===== src/psd_pkg.sv =====
// ----------------------------------------------------------------------------
// psd_pkg
// Shared types, widths, register indexes and reset values of the phase-space
// period detector.
// ----------------------------------------------------------------------------
package psd_pkg;

	// Default sizes of the block
	localparam int MAX_DIMS_DEF      = 8;
	localparam int MAX_DELAY_DEF     = 512;
	localparam int HISTORY_DEPTH_DEF = 4096;

	// Field and register widths
	localparam int SAMPLE_W   = 16;
	localparam int COUNT_W    = 16;
	localparam int FREQ_W     = 18;
	localparam int DELAY_W    = 10;
	localparam int BLEN_W     = 16;
	localparam int DIMS_W     = 4;
	localparam int TOL_W      = 36;
	localparam int MINIT_W    = 16;
	localparam int RATE_W     = 18;
	localparam int CFG_DATA_W = 36;
	localparam int CFG_IDX_W  = 3;

	typedef logic [CFG_IDX_W-1:0] cfg_idx_t;

	// Register indexes
	localparam cfg_idx_t CFG_DELAY_K      = 3'd0;
	localparam cfg_idx_t CFG_BATCH_LEN    = 3'd1;
	localparam cfg_idx_t CFG_DIMENSIONS   = 3'd2;
	localparam cfg_idx_t CFG_TOLERANCE_SQ = 3'd3;
	localparam cfg_idx_t CFG_MIN_ITER     = 3'd4;
	localparam cfg_idx_t CFG_SAMPLE_RATE  = 3'd5;

	// Register reset values
	localparam logic [DELAY_W-1:0] DELAY_K_RST      = 10'd1;
	localparam logic [BLEN_W-1:0]  BATCH_LEN_RST    = 16'd1024;
	localparam logic [DIMS_W-1:0]  DIMENSIONS_RST   = 4'd3;
	localparam logic [TOL_W-1:0]   TOLERANCE_SQ_RST = 36'd107374;
	localparam logic [MINIT_W-1:0] MIN_ITER_RST     = 16'd50;
	localparam logic [RATE_W-1:0]  SAMPLE_RATE_RST  = 18'd44100;

	// Sequencer states
	typedef enum logic [3:0] {
		ST_IDLE,
		ST_SETUP,
		ST_TAP_RD,
		ST_TAP_USE,
		ST_SQUARE,
		ST_ACCUM,
		ST_REDUCE,
		ST_FINISH,
		ST_DIVIDE,
		ST_OUTPUT
	} psd_state_t;

	// Divider status toward the sequencer
	typedef struct packed {
		logic busy;
		logic done;
	} div_status_t;

endpackage


===== src/psd_divider.sv =====
// ----------------------------------------------------------------------------
// psd_divider
// Restoring divider, one quotient bit per cycle.
// ----------------------------------------------------------------------------
module psd_divider #(
	parameter int NUM_W = psd_pkg::RATE_W,
	parameter int DEN_W = psd_pkg::COUNT_W
) (
	input  logic                 clk,
	input  logic                 arst_n,
	input  logic                 start,
	input  logic [NUM_W-1:0]     num,
	input  logic [DEN_W-1:0]     den,
	output logic [NUM_W-1:0]     quotient,
	output psd_pkg::div_status_t status
);

	localparam int CW = $clog2(NUM_W + 1);

	logic          busy_q;
	logic          done_q;
	logic [CW-1:0] cnt_q;
	logic [NUM_W-1:0] quo_q;
	logic [DEN_W-1:0] rem_q;
	logic [DEN_W-1:0] den_q;

	logic [DEN_W:0]   shifted;
	logic [DEN_W:0]   trial;
	logic             ge;

	assign shifted = {rem_q, quo_q[NUM_W-1]};
	assign ge      = shifted >= {1'b0, den_q};
	assign trial   = shifted - {1'b0, den_q};

	always_ff @(posedge clk or negedge arst_n) begin
		if (!arst_n) begin
			busy_q <= 1'b0;
			done_q <= 1'b0;
			cnt_q  <= '0;
		end else begin
			done_q <= 1'b0;
			if (start) begin
				busy_q <= 1'b1;
				cnt_q  <= '0;
			end else if (busy_q) begin
				cnt_q <= cnt_q + CW'(1);
				if (cnt_q == CW'(NUM_W - 1)) begin
					busy_q <= 1'b0;
					done_q <= 1'b1;
				end
			end
		end
	end

	always_ff @(posedge clk) begin
		if (start) begin
			quo_q <= num;
			rem_q <= '0;
			den_q <= den;
		end else if (busy_q) begin
			quo_q <= {quo_q[NUM_W-2:0], ge};
			rem_q <= ge ? trial[DEN_W-1:0] : shifted[DEN_W-1:0];
		end
	end

	assign quotient    = quo_q;
	assign status.busy = busy_q;
	assign status.done = done_q;

endmodule


===== config.mk =====
export PLATFORM = sky130hd
export DESIGN_NAME = psd_divider
export DESIGN_NICKNAME = d
export VERILOG_FILES = /design/src/psd_pkg.sv /design/src/psd_divider.sv
export SDC_FILE = /design/constraint.sdc
export NUM_CORES = 1
export LEC_CHECK = 0
export ABC_AREA = 0
export BUFFER_PORTS_ARGS = -buffer_cell sky130_fd_sc_hd__buf_2
export CAP_MARGIN = 10
export CORE_ASPECT_RATIO = 1.2
export CORE_MARGIN = 1
export CORE_UTILIZATION = 45
export DETAILED_ROUTE_END_ITERATION = 16
export PLACE_DENSITY = 0.66
export SLEW_MARGIN = 20
export SYNTH_ARGS = -nofsm -noshare
export SYNTH_HDL_FRONTEND = slang
export SYNTH_SLANG_ARGS = --single-unit

===== constraint.sdc =====
create_clock -name clk -period 3.5 [get_ports clk]
set_input_delay 0.7 -clock clk [delete_from_list [all_inputs] [get_ports clk]]
set_output_delay 0.7 -clock clk [all_outputs]
set_load 0.02 [all_outputs]

==> impl_metrics.py <==
metrics = {
    "run_status": {
        "outcome": "completed",
    },
    "die": {
        "start_util": 0.475,
        "die_area_sq_um": 7710,
        "die_x_um": 80.3,
        "ios": 57,
        "placementRows": 33,
        "die_y_um": 96.0,
        "core_sq_um": 6980,
    },
    "critical_path": {
        "slowest_stage": "or4_1",
        "r2r_start": "den_q[9]",
        "crit_path_cell_trace": "inv_1, ha_1, nand4_1, or4_1, and4_4, a31oi_4, buf_4, nor3_1, a311o_1",
        "end_kind": "flip-flop",
        "crit_fanout": 13,
        "cp_num_buf_inv": 2,
        "cp-start-kind": "flip-flop",
        "worstPathArrival_ps": 3170,
        "max_stage_delay_ps": 560,
        "crit_type": "reg -> reg",
        "cp.required_ps": 3730,
        "cp_top_family": "simple AND/OR/NAND/NOR gates",
        "cp-startpoint": "den_q[9]",
    },
    "finish": {
        "regArea_sq_um": 1520,
        "antenna_cells": 0,
        "n_fill_cell": 623,
        "final_area_sq_um": 3830,
        "area_growth_pct": 15.7,
        "final_cell_mix": "56 x buf_2, 34 x edfxtp_1, 31 x nor2_1, 25 x inv_1",
        "final_core_util": 0.550,
        "final_nets": 431,
        "drive_gt1_frac": 0.255,
        "multi_input_area_sq_um": 1600,
        "stdcell_count": 467,
        "mostFrequentLayoutCell": "buf_2",
    },
    "routing": {
        "drt_iter0_drc": 79,
        "drt-wirelength-per-cell_um": 14.6,
        "firstDrtPassIters": 4,
        "num_vias": 2564,
        "drc_errors": 0,
        "drt-vias-per-instance": 5.49,
        "final_antenna_net_count": 0,
        "wirelength_um": 6800,
    },
    "power_and_ir_drop": {
        "p_comb_frac": 0.144,
        "p_sw_frac": 0.267,
        "ir_drop_v": 0.000208,
        "power_density_nw_per_um2": 423,
        "p_sw_mw": 0.433,
        "p_seq_frac": 0.479,
        "p_clk_frac": 0.377,
        "p_leak_nw": 1.65,
        "internal-power_mw": 1.19,
    },
    "clock_tree": {
        "clockBufferDepth": 2,
        "clk_pin_slew_ps": 80,
        "cts_tree": "done",
        "ctsResizeCount": 0,
        "cts_setup_buffers": 0,
        "postCtsHoldBufs": 0,
        "h-tree-depth": 3,
        "numCtsBuffers": 9,
        "clock-sinks": 57,
        "cts-root-buf": "clkbuf_8",
        "clock_latency_ps": 350,
    },
    "logic_synthesis": {
        "mappedNetlistNets": 379,
        "async_flop_share": 0.123,
        "yosysSeqAreaShare": 0.458,
        "avgSynthCellArea_sq_um": 10.3,
        "ys_types": 56,
        "syn_inst": 323,
        "synth_seq_cells": 57,
        "yosys_warnings": 0,
        "synth_ff_type": "edfxtp_1",
        "synth_area_sq_um": 3310,
        "synth-edff-count": 34,
    },
    "placement": {
        "dp.cells": 451,
        "io_buffers": 56,
        "dpl_cell_area_sq_um": 3640,
        "gp_congestion": 0.909,
        "dp_hpwl_um": 4810,
    },
    "global_routing": {
        "grt_util_all_layers": 0.193,
        "grt_pass1_wl_um": 11200,
        "gr-total-overflow": 0,
        "antenna_found_initial": 0,
        "first_global_vias": 2471,
        "grt_max_degree": 43,
    },
    "sta": {
        "tightest_slew_ps": 743,
        "min_period_over_period": 0.841,
        "rsz0062_at_grt": "no",
        "fmax_mhz": 340,
        "tns_ps": 0,
        "clock-skew-final_ps": 12.4,
        "min_period_ps": 2940,
        "setup_violations": 0,
        "relSlewSlack": 0.503,
        "maxSlewViolCount": 0,
        "final_hold_viol_count": 0,
    },
    "min_path": {
        "hold_path_class": "in -> async",
    },
    "job": {
        "cap_viol_max_count": 0,
    },
}
-- layer usage --
metal  vias to the layer above  GRT usage  part of all wire  wire length, um
met4                         0     0.0982             0.021              141
met2                        51      0.322              0.47             3220
met5                         -          0                 0                0
met3                        12     0.0370             0.034              233
met1                      1202      0.239              0.47             3210
li1                       1299          -                 -                -
-- flip-flops by register name, indices dropped and copies added (netlist names) --
name,cells
rem_q,16
busy_q,1
cnt_q,5
quotient,18
done_q,1
den_q,16
-- worst paths after layout --
kind	endpoint	slack (ps)	depth (start not counted)
max in group asynchronous	cnt_q[1]	3160	1
max reg2reg	rem_q[14]	560	9
min in group clk	rem_q[2]	500	2
min	cnt_q[4]	170	1
max	rem_q[14]	560	9
min reg2reg	rem_q[2]	500	2
-- stage by stage --
step	hold slack (ps)	setup slack, ps	power, mW
floorplan	404	1070	0.952
global placement	491	660	1.02
detailed placement	493	608	1.03
CTS	161	582	1.64
global route	160	400	1.69
finish	168	556	1.62
-- layout make-up --
class                           count  area share
Clock buffer                       10      0.0333
Multi-Input combinational cell    221       0.418
Clock inverter                      6      0.0176
Tap cell                           87      0.0284
Timing Repair Buffer               61      0.0829
Inverter                           25      0.0245
Sequential cell                    57       0.395
-- cell families after synthesis --
logic type / synth area share
adder cells (fa/ha/maj): 0.0740
AND/OR/NAND/NOR: 0.136
multiplexers: 0.0827
flip-flops: 0.458
buffers and inverters: 0.0585
XOR/XNOR: 0.0291
AO/OA/AOI/OAI: 0.162
-- Yosys cell counts, types with 2 or more instances --
master,count,share of area
and3_1,4,0.0076
a21oi_1,19,0.029
edfxtp_1,34,0.31
mux2_2,19,0.065
nand4_1,5,0.0094
nand2_1,15,0.017
o21ai_0,9,0.014
xor2_1,5,0.013
dfrtp_1,7,0.053
a31oi_1,2,0.0038
clkbuf_1,10,0.011
dfxtp_1,16,0.097
buf_4,3,0.0068
a211oi_1,10,0.023
and2_1,2,0.0038
nor3_1,6,0.0091
a21o_1,3,0.0068
o21a_1,3,0.0068
nand3_1,8,0.012
a311o_1,2,0.0060
o21bai_1,3,0.0068
o21ai_1,4,0.0060
buf_2,4,0.0060
nor2_1,31,0.035
inv_1,25,0.028
a311oi_1,5,0.013
a221oi_1,2,0.0053
mux2i_1,6,0.018
ha_1,18,0.068
nand2b_1,10,0.019
xnor2_1,6,0.016
o211ai_1,3,0.0068
-- power by group through the flow --
| stage | sequential (mW) | clock, mW | combinational [mW] |
|---|---|---|---|
| global route | 0.783 | 0.654 | 0.256 |
| floorplan | 0.817 | 0 | 0.135 |
| finish | 0.778 | 0.612 | 0.234 |
| CTS | 0.778 | 0.631 | 0.235 |
| global placement | 0.791 | 0 | 0.229 |
| detailed placement | 0.792 | 0 | 0.233 |
(Power assumes the default switching activity.)
